--- src/design/sbbt_pkg.sv ---
// ---------------------------------------------------------------------------
// sbbt_pkg
// Types and constants shared by the box blur tile modules.
// ---------------------------------------------------------------------------
package sbbt_pkg;

  localparam int unsigned PIX_W   = 32;
  localparam int unsigned CH_W    = 8;
  localparam int unsigned NUM_CH  = 4;
  localparam int unsigned CFG_IDX_W  = 3;
  localparam int unsigned CFG_DATA_W = 8;

  typedef enum logic [CFG_IDX_W-1:0] {
    REG_TILE_WIDTH  = 3'd0,
    REG_TILE_HEIGHT = 3'd1,
    REG_BLUR_RADIUS = 3'd2,
    REG_WIN_LEFT    = 3'd3,
    REG_WIN_TOP     = 3'd4,
    REG_WIN_RIGHT   = 3'd5,
    REG_WIN_BOTTOM  = 3'd6
  } cfg_reg_t;

  localparam logic ACT_LOAD  = 1'b0;
  localparam logic ACT_FETCH = 1'b1;

  typedef enum logic [7:0] {
    ST_IDLE      = 8'b0000_0001,
    ST_ROW_SETUP = 8'b0000_0010,
    ST_SUM       = 8'b0000_0100,
    ST_DIV       = 8'b0000_1000,
    ST_ROW_WRITE = 8'b0001_0000,
    ST_COL_SETUP = 8'b0010_0000,
    ST_OUT       = 8'b0100_0000,
    ST_DIV_START = 8'b1000_0000
  } state_t;

  typedef struct packed {
    logic start;
    logic done;
  } div_ctl_t;

endpackage

--- src/design/sbbt_div.sv ---
// ---------------------------------------------------------------------------
// sbbt_div
// Four-lane restoring divider, one quotient bit per lane each cycle.
// ---------------------------------------------------------------------------
module sbbt_div import sbbt_pkg::*; #(
  parameter int unsigned SW = 15,
  parameter int unsigned DW = 7
) (
  input  logic                             clk,
  input  logic                             rst,
  input  logic                             start,
  input  logic [NUM_CH-1:0][SW-1:0]        dividend,
  input  logic [DW-1:0]                    divisor,
  output logic                             done,
  output logic [NUM_CH-1:0][CH_W-1:0]      quotient
);

  localparam int unsigned CNT_W = $clog2(SW + 1);

  logic [NUM_CH-1:0][SW-1:0] dvd;
  logic [NUM_CH-1:0][DW-1:0] rem;
  logic [DW-1:0]             dsr;
  logic [CNT_W-1:0]          count;
  logic                      running;

  logic [NUM_CH-1:0][SW-1:0] dvd_next;
  logic [NUM_CH-1:0][DW-1:0] rem_next;

  always_comb begin
    logic [DW:0] sh;
    for (int ch = 0; ch < NUM_CH; ch++) begin
      sh = {rem[ch], dvd[ch][SW-1]};
      if (sh >= {1'b0, dsr}) begin
        rem_next[ch] = DW'(sh - {1'b0, dsr});
        dvd_next[ch] = {dvd[ch][SW-2:0], 1'b1};
      end else begin
        rem_next[ch] = sh[DW-1:0];
        dvd_next[ch] = {dvd[ch][SW-2:0], 1'b0};
      end
    end
  end

  always_ff @(posedge clk) begin
    if (rst) begin
      running <= 1'b0;
      done    <= 1'b0;
      count   <= '0;
    end else begin
      done <= 1'b0;
      if (start) begin
        running <= 1'b1;
        count   <= CNT_W'(SW);
        dvd     <= dividend;
        rem     <= '0;
        dsr     <= divisor;
      end else if (running) begin
        dvd   <= dvd_next;
        rem   <= rem_next;
        count <= count - 1'b1;
        if (count == CNT_W'(1)) begin
          running <= 1'b0;
          done    <= 1'b1;
        end
      end
    end
  end

  // The averages never exceed a byte, so the low bits hold the full quotient.
  always_comb begin
    for (int ch = 0; ch < NUM_CH; ch++) begin
      quotient[ch] = dvd[ch][CH_W-1:0];
    end
  end

endmodule

--- config.mk ---
export PLATFORM = sky130hd
export DESIGN_NAME = sbbt_div
export DESIGN_NICKNAME = d
export VERILOG_FILES = /design/src/design/sbbt_pkg.sv /design/src/design/sbbt_div.sv
export SDC_FILE = /design/constraint.sdc
export NUM_CORES = 1
export LEC_CHECK = 0
export BUFFER_PORTS_ARGS = -buffer_cell sky130_fd_sc_hd__buf_2
export CAP_MARGIN = 20
export CORE_AREA = 2 2 108 110
export CTS_BUF_LIST = sky130_fd_sc_hd__clkbuf_16
export DETAILED_ROUTE_END_ITERATION = 6
export DIE_AREA = 0 0 110 112
export PLACE_DENSITY = 0.81
export REMOVE_ABC_BUFFERS = 1
export SYNTH_ARGS = -nofsm -noshare
export SYNTH_HDL_FRONTEND = slang
export SYNTH_SLANG_ARGS = --single-unit
--- constraint.sdc ---
create_clock -name clk -period 7 [get_ports clk]
set_clock_uncertainty 0.1 [all_clocks]
set_input_delay 0 -clock clk [delete_from_list [all_inputs] [get_ports clk]]
set_output_delay 0 -clock clk [all_outputs]
set_load 0.01 [all_outputs]
Yosys cells after proc, flatten, opt, wreduce, memory -nomap -nowiden
Cells that the tools add are included.
W data, S select, Z words.
{ "totals": {"output_inout_bits": 33, "register_bits": 101} }
{ "classes": {"muxes": 17, "addsub": 5, "bitwise": 2, "reduce_logical": 4, "n_lt_le_gt_ge": 4, "n_eq_ne": 1} }
{ "op_table": {"columns": ["cell", "count"], "rows": [
  ["$mux W60", 2],
  ["$ge A8 B7 Y1", 4],
  ["$mux W28", 1],
  ["$mux W7", 4],
  ["$sub A7 B7 Y7", 4],
  ["$mux W1", 8],
  ["$mux W4", 2],
  ["$eq A4 B1 Y1 const B", 1],
  ["$reduce_and A2 Y1", 2],
  ["$sub A4 B1 Y4 const B", 1],
  ["$reduce_or A3 Y1", 1],
  ["$not A1 Y1", 2],
  ["$reduce_bool A2 Y1", 1]
]} }

Depth between registers and ports, before layout
Gate-level depths: netlist of the first run.
{ "depth": {"ltp_word": 4, "ltp_mapped": 8} }

Worst setup path before layout of the first run
Ideal clock, no wire load.
{ "synth_timing": {"path_type": "reg-to-reg", "start": "register running", "end": "register dvd[10] (netlist name) (enable)", "t_required_ns": 6.363, "stages_incl_launch_ff": 3, "path_slack_ns": 2.198, "t_arrival_ns": 4.165, "cell_sequence": "dfxtp_1 -> nor2_1 -> nor2_1"} }
{ "synth_via": {"elab_chain_cells": 2} }
{ "synth_rtl": {"columns": ["item", "line", "source"], "rows": [
  ["start: declaration", "sbbt_div.sv:24", "logic running;"],
  ["start signal: assignment", "sbbt_div.sv:45", "running <= 1'b0;"],
  ["start signal: assignment", "sbbt_div.sv:51", "running <= 1'b1;"],
  ["start signal: assignment", "sbbt_div.sv:61", "running <= 1'b0;"],
  ["$reduce_bool A2 Y1 (no source line)", null, null],
  ["$reduce_and A2 Y1 (no source line)", null, null],
  ["end signal: assignment", "sbbt_div.sv:53", "dvd <= dividend;"],
  ["end signal: assignment", "sbbt_div.sv:57", "dvd <= dvd_next;"],
  ["end: declaration", "sbbt_div.sv:20", "logic [NUM_CH-1:0][SW-1:0] dvd;"]
]} }
No other way between the ends.
A chain may end at the register's enable or synchronous reset.

Worst setup path in the final report of the first run
{ "layout_timing": {"start": "register dsr[0]", "end": "register rem[23] (netlist name) (data pin)"} }
{ "layout_via": {"elab_chain_cells": 3, "elab_cells_between_ends": 4} }
{ "layout_rtl": {"columns": ["item", "line", "source"], "rows": [
  ["start: declaration", "sbbt_div.sv:22", "logic [DW-1:0] dsr;"],
  ["start signal: assignment", "sbbt_div.sv:55", "dsr <= divisor;"],
  ["$sub A7 B7 Y7 or $ge A8 B7 Y1 (tied branches)", "sbbt_div.sv:34, sbbt_div.sv:33", null],
  ["$mux W7 (*)", "sbbt_div.sv:33", "if (sh >= {1'b0, dsr}) begin"],
  ["$mux W28 (*)", "sbbt_div.sv:56", "end else if (running) begin"],
  ["end signal: assignment", "sbbt_div.sv:58", "rem <= rem_next;"],
  ["end: declaration", "sbbt_div.sv:21", "logic [NUM_CH-1:0][DW-1:0] rem;"]
]} }
Mark *: on every way between the ends. The rest lies on a longest branch, timed or not. The select of a mux whose other input is x is not followed.

==> results of run 1 <==
timing repair:
| item | CTS | global route |
|---|---|---|
| endpoints found under the setup margin | 0 | 0 |
| hold buffers | 70 | 0 |
| hold endpoints to repair | 72 | 0 |
worst paths after layout:
check,startpoint,endpoint,slack [ps],cells past startpoint
worst max-delay path,dsr[0]$_DFFE_PP_,rem[23]$_SDFFCE_PP0P_,4550,7
worst min-delay path,divisor[3],dsr[3]$_DFFE_PP_,260,2
worst max register to register,dsr[0]$_DFFE_PP_,rem[23]$_SDFFCE_PP0P_,4550,7
worst min register to register,dvd[13]$_DFFE_PP_,dvd[14]$_DFFE_PP_,450,1
cell families after synthesis:
group           count (synthesis)
compound gates                108
xor+xnor                       11
fa+ha+maj                      34
buf+inv                        70
flops                         101
mux                            68
simple gates                  125
cell usage after synthesis (9+ instances only):
library cell  number  area, sq um
o21ai_0           22          110
nor2_1            35          131
a21oi_1           33          165
buf_4             34          255
ha_1              30          375
xnor2_1            9         78.8
mux2_2            60          676
nand2b_1          12         75.1
o21a_1             9         67.6
nand3_1           20          100
edfxtp_1          95         2850
nand2_1           23         86.3
inv_1             19         71.3
per-stage QoR:
step / worst slack (ps) / hold WS, ps / power [mW] / util [%] / area (sq um)
3_5_place_dp: 4580 / 78.7 / 1.15 / 57.6 / 6440
2_1_floorplan: 2200 / -27.6 / 1.04 / - / 5720
3_3_place_gp: 4720 / 80.9 / 1.12 / 57.6 / 6440
5_1_grt: 4410 / 272 / 1.78 / 66.7 / 7450
6_report: 4550 / 265 / 1.72 / 66.7 / 7450
4_1_cts: 4570 / 258 / 1.70 / 66.7 / 7450
routing by layer:
layer / part of all wire [%] / up-vias / wire (microns) / GRT usage, %
li1: - / 2162 / - / -
met1: 40 / 2250 / 6380 / 34.3
met2: 49 / 274 / 7880 / 44.7
met3: 7.7 / 43 / 1230 / 5.50
met4: 2.8 / 0 / 444 / 11.0
met5: 0 / - / 0 / 0
worst max-delay path, delay by kind of cell, from the launching register on:
kind	cells	cell delay, ps
flops	1	480
compound gates	4	860
simple gates	1	190
fa+ha+maj	2	660
flip-flops by register name (all words and copies together), names as in the netlist:
| register | count |
|---|---|
| count | 4 |
| done | 1 |
| rem | 28 |
| dvd | 28 |
| dsr | 7 |
| running | 1 |
| quotient | 32 |
power breakdown:
group / switching, mW / internal [mW]
Sequential: 0.0306 / 0.725
Clock: 0.244 / 0.284
Combinational: 0.236 / 0.197
final cells by class:
class / instances / share of cell area (%)
antenna: 1 / 0.0336
clock buffer: 9 / 3.02
clock inverter: 7 / 1.11
inverter: 20 / 1.01
multi-input combinational: 346 / 35.9
sequential: 101 / 39.9
tap: 143 / 2.40
timing repair buffer: 175 / 16.6
cells in the final DEF, fill, tap and decap left out, drive strengths merged:
cell	n
o21a	9
nor2	36
o22ai	8
or3	2
inv	23
o211ai	6
nand4	4
nor2b	5
diode	1
o21ai	26
a31oi	6
a31o	4
nor3b	2
nand2	26
bufinv	1
ha	30
buf	105
mux2i	8
or2b	4
fa	4
a211oi	8
clkinv	2
mux2	60
clkinvlp	1
nand3	20
dlygate4sd3	70
xor2	2
nor4b	2
nor3	8
o31a	4
a21oi	33
o2bb2ai	4
edfxtp	95
xnor2	9
or2	4
clkbuf	9
dfxtp	6
nand2b	12
==> flow_summary_export.csv, run 1 <==
group,metric,value,unit
finish,synthToLayoutAreaGrowth,23.1,%
critical_path,cp_max_fo,7,
synth,synth_compound_area_share,12.3,%
die,rows,39,
clock_network,clock-sinks,101,
global_route,grt_pass1_vias,4919,
die,fp.coreArea,0.0112,sq mm
synth,ys_ff_latch,101,
clock_network,path_clk_slew,70,ps
finish,multi_input_area,0.00268,sq mm
sta,hold_violations,0,
sta,fin_tns_setup,0,ps
critical_path,worstPathCellList,"ha_1, fa_1, nand2b_1, o2bb2ai_2, a31oi_2, o21ai_0, a21oi_1",
finish,drive_gt1_share,31.5,%
power_and_ir_drop,vdd_drop_max,186,uV
route,drt-initial-drc-count,547,
clock_network,htree_levels,3,
synth,synth_top_family_by_area,"multiplexers",
die,start_util,54.1,%
synth,synthArstFlopShare,0,%
synth,ys_types,44,
clock_network,ctsResizeCount,0,
placed_design,numPortBuffers,102,
die,fp.dieArea,0.0123,sq mm
synth,syn_area_per_cell,11.7,sq um
placed_design,dp_hpwl,9470,microns
finish,seqCellArea,0.00297,sq mm
placed_design,routabilityCongestion,0.955,
global_route,antenna_found_initial,1,
clock_network,cts_setup_buffers,0,
sta,maxSlewViolCount,0,
route,vias,4729,
sta,rsz0062_at_grt,"false",
hold_path,hp-class,"in2reg",
synth,syn-cell-area,0.00605,sq mm
critical_path,setup.worst_path.start_class,"register",
critical_path,critical_path_class,"reg2reg",
sta,clock.fmax,408,MHz
global_route,grtUsageTotal,27.0,%
synth,synth-simple-area-share,10.2,%
synth,yosys.area_share.xor_xnor,1.59,%
route,firstDrtPassIters,5,
die,die_w,110,microns
sta,tightest_slew,954,ps
global_route,grt_max_degree,68,
critical_path,max_stage_delay,480,ps
finish,fin_nets,757,
synth,synthAdderAreaFrac,7.53,%
synth,syn_inst,517,
clock_network,cts_tree,"done",
synth,synthMuxAreaShare,12.5,%
critical_path,endpoint_kind,"register",
clock_network,numCtsBuffers,9,
clock_network,root_buffer,"clkbuf_16",
status,run_status,"completed",
global_route,overflow,0,
route,remaining_drc_errors,0,
power_and_ir_drop,powerDensity,230,mW/mm^2
route,vias_per_cell,5.90,
synth,synth_flop_cell,"edfxtp_1",
clock_network,cts_buffer_depth,2,
run,max_cap_violations,0,
power_and_ir_drop,p_leak,2.88,nW
sta,fin_crit,2450,ps
global_route,grt_pass1_wl,25000,microns
die,ios,103,
route,drt_wl_total,15900,microns
sta,maxSlewHeadroom,36.3,%
critical_path,worstPathArrival,2530,ps
finish,num-fill-cells,708,
die,dieHeight,112,microns
clock_network,worstSkewPairLatency,360,ps
placed_design,dp_cells,715,
critical_path,required,7080,ps
synth,synth_edf_count,95,
synth,yosysWarningCount,0,
critical_path,crit_slowest_cell,"edfxtp_1",
route,detail_route.wl_per_cell,19.9,microns
sta,finalCritPeriodShare,35.0,%
synth,yosysSeqAreaShare,49.1,%
route,antenna_left,0,
finish,final_cells,802,
sta,setup-violations-final,0,
Note: power is estimated with default switching activity, not from simulation.
==> run 2: changes to the inputs <==
- clock period: 7 -> 2.3 ns (I/O delays scaled with it)
==> flow_summary_export.csv, run 2 (same netlist as run 1, synthesis figures left out) <==
group,metric,value,unit
status,run_status,"finished, violations left",
status,failed_checks,"setup timing",
sta,rsz0062_at_grt,"true",
route,vias_per_cell,5.79,
clock_network,clock-sinks,101,
finish,fin_nets,772,
clock_network,numCtsBuffers,9,
power_and_ir_drop,p_leak,2.98,nW
placed_design,dpl_worst_slack,-44.5,ps
sta,tightest_slew,775,ps
critical_path,crit_slowest_cell,"edfxtp_1",
route,vias,4724,
sta,clock.fmax,434,MHz
placed_design,numPortBuffers,102,
sta,hold_violations,0,
finish,drive_gt1_share,36.0,%
finish,final_common_cell,"buf_2",
die,fp.dieArea,0.0123,sq mm
die,dieHeight,112,microns
global_route,grt_max_degree,53,
power_and_ir_drop,total_power,5.20,mW
critical_path,endpoint_kind,"register",
power_and_ir_drop,powerDensity,678,mW/mm^2
route,drt-initial-drc-count,345,
sta,fin_ws,-2.00,ps
critical_path,worstPathArrival,2380,ps
run,max_cap_violations,0,
route,antenna_left,0,
sta,maxSlewHeadroom,48.2,%
critical_path,worstPathCellList,"ha_2, fa_2, nand2b_4, o2bb2ai_4, a31oi_4, buf_4, nor3_1, a211oi_1",
route,remaining_drc_errors,0,
power_and_ir_drop,vdd_drop_max,499,uV
sta,maxSlewViolCount,0,
critical_path,cp_top_family,"adder cells",
finish,largest_register_ffs,32,
clock_network,cts_buffer_depth,2,
finish,finalCoreUtilization,68.7,%
critical_path,critPathBufInv,1,
sta,setup-violations-final,1,
finish,final_cells,816,
finish,finalInstanceArea,0.00767,sq mm
global_route,antenna_found_initial,0,
clock_network,htree_levels,3,
finish,mostFrequentLayoutCells,"101 x buf_2, 95 x edfxtp_1, 68 x dlygate4sd3_1",
clock_network,worstSkewPairLatency,350,ps
die,ios,103,
global_route,grtUsageTotal,25.8,%
finish,synthToLayoutAreaGrowth,26.8,%
critical_path,max_stage_delay,490,ps
die,rows,39,
critical_path,required,2380,ps
route,drt_wl_total,15500,microns
sta,finalCritPeriodShare,100,%
global_route,grt_pass1_wl,24300,microns
clock_network,cts_tree,"done",
route,firstDrtPassIters,5,
global_route,grt_pass1_vias,4860,
die,start_util,54.1,%
placed_design,routabilityCongestion,0.864,
die,fp.coreArea,0.0112,sq mm
placed_design,placed_area,0.00656,sq mm
finish,diodes,0,
critical_path,critical_path_class,"reg2reg",
die,die_w,110,microns
placed_design,dp_cells,727,
clock_network,root_buffer,"clkbuf_16",
route,detail_route.wl_per_cell,19.0,microns
critical_path,cp_max_fo,4,
global_route,overflow,0,
critical_path,setup.worst_path.start_class,"register",
clock_network,path_clk_slew,70,ps
placed_design,dp_hpwl,9240,microns
hold_path,hp-class,"in2reg",
sta,fin_crit,2300,ps
==> run 2: cell count changes in the layout (fill, tap and decap cells not counted), sizes merged <==
| cell | change |
|---|---|
| clkinv | +1 |
| bufinv | -1 |
| diode | -1 |
| dlygate4sd3 | -2 |
| buf | +17 |
==> run 2: repair_timing <==
action,CTS,global route
hold endpoints to repair,72,0
gates resized for setup,10,18
hold buffers,68,0
endpoints found under the setup margin,22,31
pin swaps,2,13
buffers inserted,0,5
==> run 2: metrics by stage <==
stage / setup TNS, ps / hold slack, ps
5_1_grt: -247 / 91.7
2_1_floorplan: -222560 / -27.6
3_3_place_gp: 0 / 78.1
4_1_cts: -2.25 / 44.7
6_report: -2.00 / 89.6
3_5_place_dp: -286 / 80.9
==> run 2: worst paths after layout <==
| check | from | end | slack [ps] | depth (start not counted) |
|---|---|---|---|---|
| worst max register to register | dsr[0]$_DFFE_PP_ | rem[7]$_SDFFCE_PP0P_ | -2 | 8 |
| worst min-delay path | start | count[1]$_SDFFE_PP0N_ | 90 | 3 |
| worst min register to register | dvd[57]$_DFFE_PP_ | dvd[58]$_DFFE_PP_ | 450 | 1 |
| worst max-delay path | dsr[0]$_DFFE_PP_ | rem[7]$_SDFFCE_PP0P_ | -2 | 8 |
==> run 2: worst register-to-register path: stages, from the launching register on <==
cell	delay (ps)
edfxtp_1	490
ha_2	260
fa_2	360
nand2b_4	170
o2bb2ai_4	160
a31oi_4	200
buf_4	150
nor3_1	40
a211oi_1	200
==> run 2: final cells by class <==
cell class / count / area [sq um]
inverter: 20 / 75.1
fill: 705 / 3500
clock buffer: 9 / 225
tap: 143 / 179
multi-input combinational: 346 / 2800
clock inverter: 7 / 55.1
sequential: 101 / 2970
timing repair buffer: 190 / 1370
==> run 2: power by group <==
| part | total, mW | internal (mW) | switching [mW] |
|---|---|---|---|
| registers | 2.29 | 2.20 | 0.0906 |
| logic | 1.43 | 0.683 | 0.749 |
| clock network | 1.48 | 0.749 | 0.727 |
==> run 2: layer usage <==
layer / global-route usage (%) / part of all wire [%] / wire length, microns / vias to the layer above
li1: - / - / - / 2189
met1: 35.0 / 42 / 6450 / 2259
met2: 41.0 / 48 / 7440 / 247
met3: 5.80 / 8.5 / 1320 / 29
met4: 8.52 / 2.0 / 317 / 0
met5: 0 / 0 / 0 / -
==> run 3: changes to the inputs <==
- RECOVER_POWER: not set -> 50
==> flow_summary_export.csv, run 3 (same netlist as run 1, synthesis figures left out) <==
group,metric,value,unit
clock_network,cts_buffer_depth,2,
sta,fin_tns_setup,0,ps
global_route,antenna_found_initial,0,
route,detail_route.wl_per_cell,19.0,microns
route,drt-initial-drc-count,322,
die,dieHeight,112,microns
route,vias,4720,
critical_path,r2r-end,"rem[7]$_SDFFCE_PP0P_",
die,rows,39,
global_route,grt_pass1_vias,4860,
placed_design,numPortBuffers,102,
placed_design,dp_hpwl,9240,microns
sta,maxSlewViolCount,0,
route,firstDrtPassIters,4,
global_route,grtUsageTotal,25.8,%
power_and_ir_drop,power_frac_seq,44.3,%
global_route,grt_max_degree,53,
finish,diodes,0,
die,fp.dieArea,0.0123,sq mm
global_route,overflow,0,
route,vias_per_cell,5.78,
die,die_w,110,microns
finish,fin_nets,772,
power_and_ir_drop,vdd_drop_max,492,uV
clock_network,cts_tree,"done",
critical_path,reg2reg_setup_slack,2,ps
sta,rsz0062_at_grt,"true",
finish,drive_gt1_share,29.9,%
clock_network,worstSkewPairLatency,350,ps
placed_design,routabilityCongestion,0.864,
critical_path,critical_path_class,"reg2reg",
power_and_ir_drop,p_clk_share,28.5,%
clock_network,clock-sinks,101,
power_and_ir_drop,switching_power,1.57,mW
critical_path,required,2380,ps
hold_path,hp-class,"in2reg",
sta,finalCritPeriodShare,99.9,%
sta,tightest_slew,1010,ps
die,fp.coreArea,0.0112,sq mm
clock_network,path_clk_slew,70,ps
status,run_status,"completed",
clock_network,root_buffer,"clkbuf_16",
finish,synthToLayoutAreaGrowth,25.6,%
critical_path,cp_max_fo,4,
power_and_ir_drop,powerDensity,682,mW/mm^2
critical_path,r2r-start,"dsr[0]$_DFFE_PP_",
power_and_ir_drop,p_leak,2.86,nW
critical_path,worstPathArrival,2380,ps
power_and_ir_drop,p_int,3.62,mW
critical_path,setup.worst_path.start_class,"register",
critical_path,crit_path_end,"rem[7]$_SDFFCE_PP0P_",
sta,setup-violations-final,0,
sta,maxSlewHeadroom,32.3,%
power_and_ir_drop,swShare,30.2,%
critical_path,endpoint_kind,"register",
die,start_util,54.1,%
die,ios,103,
sta,clock.fmax,435,MHz
finish,final_common_cell,"edfxtp_1",
sta,hold_violations,0,
clock_network,htree_levels,3,
power_and_ir_drop,p_comb_share,27.3,%
route,antenna_left,0,
critical_path,crit_path_start,"dsr[0]$_DFFE_PP_",
critical_path,ff2ff_path_depth,8,
finish,mostFrequentLayoutCells,"95 x edfxtp_1, 68 x dlygate4sd3_1, 64 x buf_2",
sta,fin_crit,2300,ps
finish,largest_register_ffs,32,
route,remaining_drc_errors,0,
route,drt_wl_total,15500,microns
sta,hold_slack,68.0,ps
clock_network,numCtsBuffers,9,
run,max_cap_violations,0,
global_route,grt_pass1_wl,24300,microns
-- run 3: changes by cell type in the layout (fill, tap and decap cells not counted), sizes merged --
cell,change
buf,-39
clkbuf,+39
-- run 3: repair_timing --
item / 4_1_cts / 5_1_grt
endpoints found under the hold margin: 72 / 0
gates cloned: 0 / 0
hold buffers: 68 / 0
pin swaps: 2 / 13
setup buffers: 0 / 5
endpoints found under the setup margin: 22 / 31
resized for setup: 10 / 18
-- run 3: per-stage QoR --
stage                     setup WS, ps  instance area (sq um)  total power [mW]  std cells  util, %
after global routing             -69.6                   7600              5.40        816     68.0
final                             1.81                   7600              5.19        816     68.0
after CTS                        -2.25                   7570              5.10        811     67.7
after global placement            47.5                   6560              3.47        727     58.7
after detailed placement         -44.5                   6560              3.53        727     58.7
after floorplan                  -2500                   5720              3.15        467        -
-- run 3: per-layer routing --
layer | global-route usage, % | vias to the layer above | wire length [microns]
li1 | - | 2187 | -
met2 | 41.0 | 219 | 7450
met3 | 5.80 | 29 | 1080
met5 | 0 | - | 0
met4 | 8.52 | 0 | 323
met1 | 35.0 | 2285 | 6620
-- run 3: area by class of cell --
class,instances,area [sq um]
fillers,742,3570
flip-flops and latches,101,2970
multi-input cells,346,2800
repair buffers,190,1300
clock buffers,9,225
well taps,143,179
inverters,20,75.1
clock inverters,7,55.1
-- run 3: power by group through the flow --
stage / registers (mW) / clock network, mW / logic, mW
6_report: 2.30 / 1.48 / 1.41
5_1_grt: 2.31 / 1.56 / 1.54
4_1_cts: 2.28 / 1.49 / 1.33
3_5_place_dp: 2.32 / 0 / 1.20
3_3_place_gp: 2.32 / 0 / 1.15
2_1_floorplan: 2.33 / 0 / 0.822
-- run 3: worst min-delay path by stage --
stage                     from                     to  cells after the start
floorplan                  rst  count[0]$_SDFFE_PP0N_                      1
global placement    divisor[4]       dsr[4]$_DFFE_PP_                      1
detailed placement  divisor[4]       dsr[4]$_DFFE_PP_                      1
CTS                      start  count[1]$_SDFFE_PP0N_                      3
global route             start  count[2]$_SDFFE_PP0N_                      3
finish                   start  count[2]$_SDFFE_PP0N_                      3
-- run 3: critical path, cell delays in order (launching register included) --
cell,delay (ps)
edfxtp_1,490
ha_2,260
fa_2,360
nand2b_4,170
o2bb2ai_4,160
a31oi_4,200
buf_4,150
nor3_1,40
a211oi_1,200
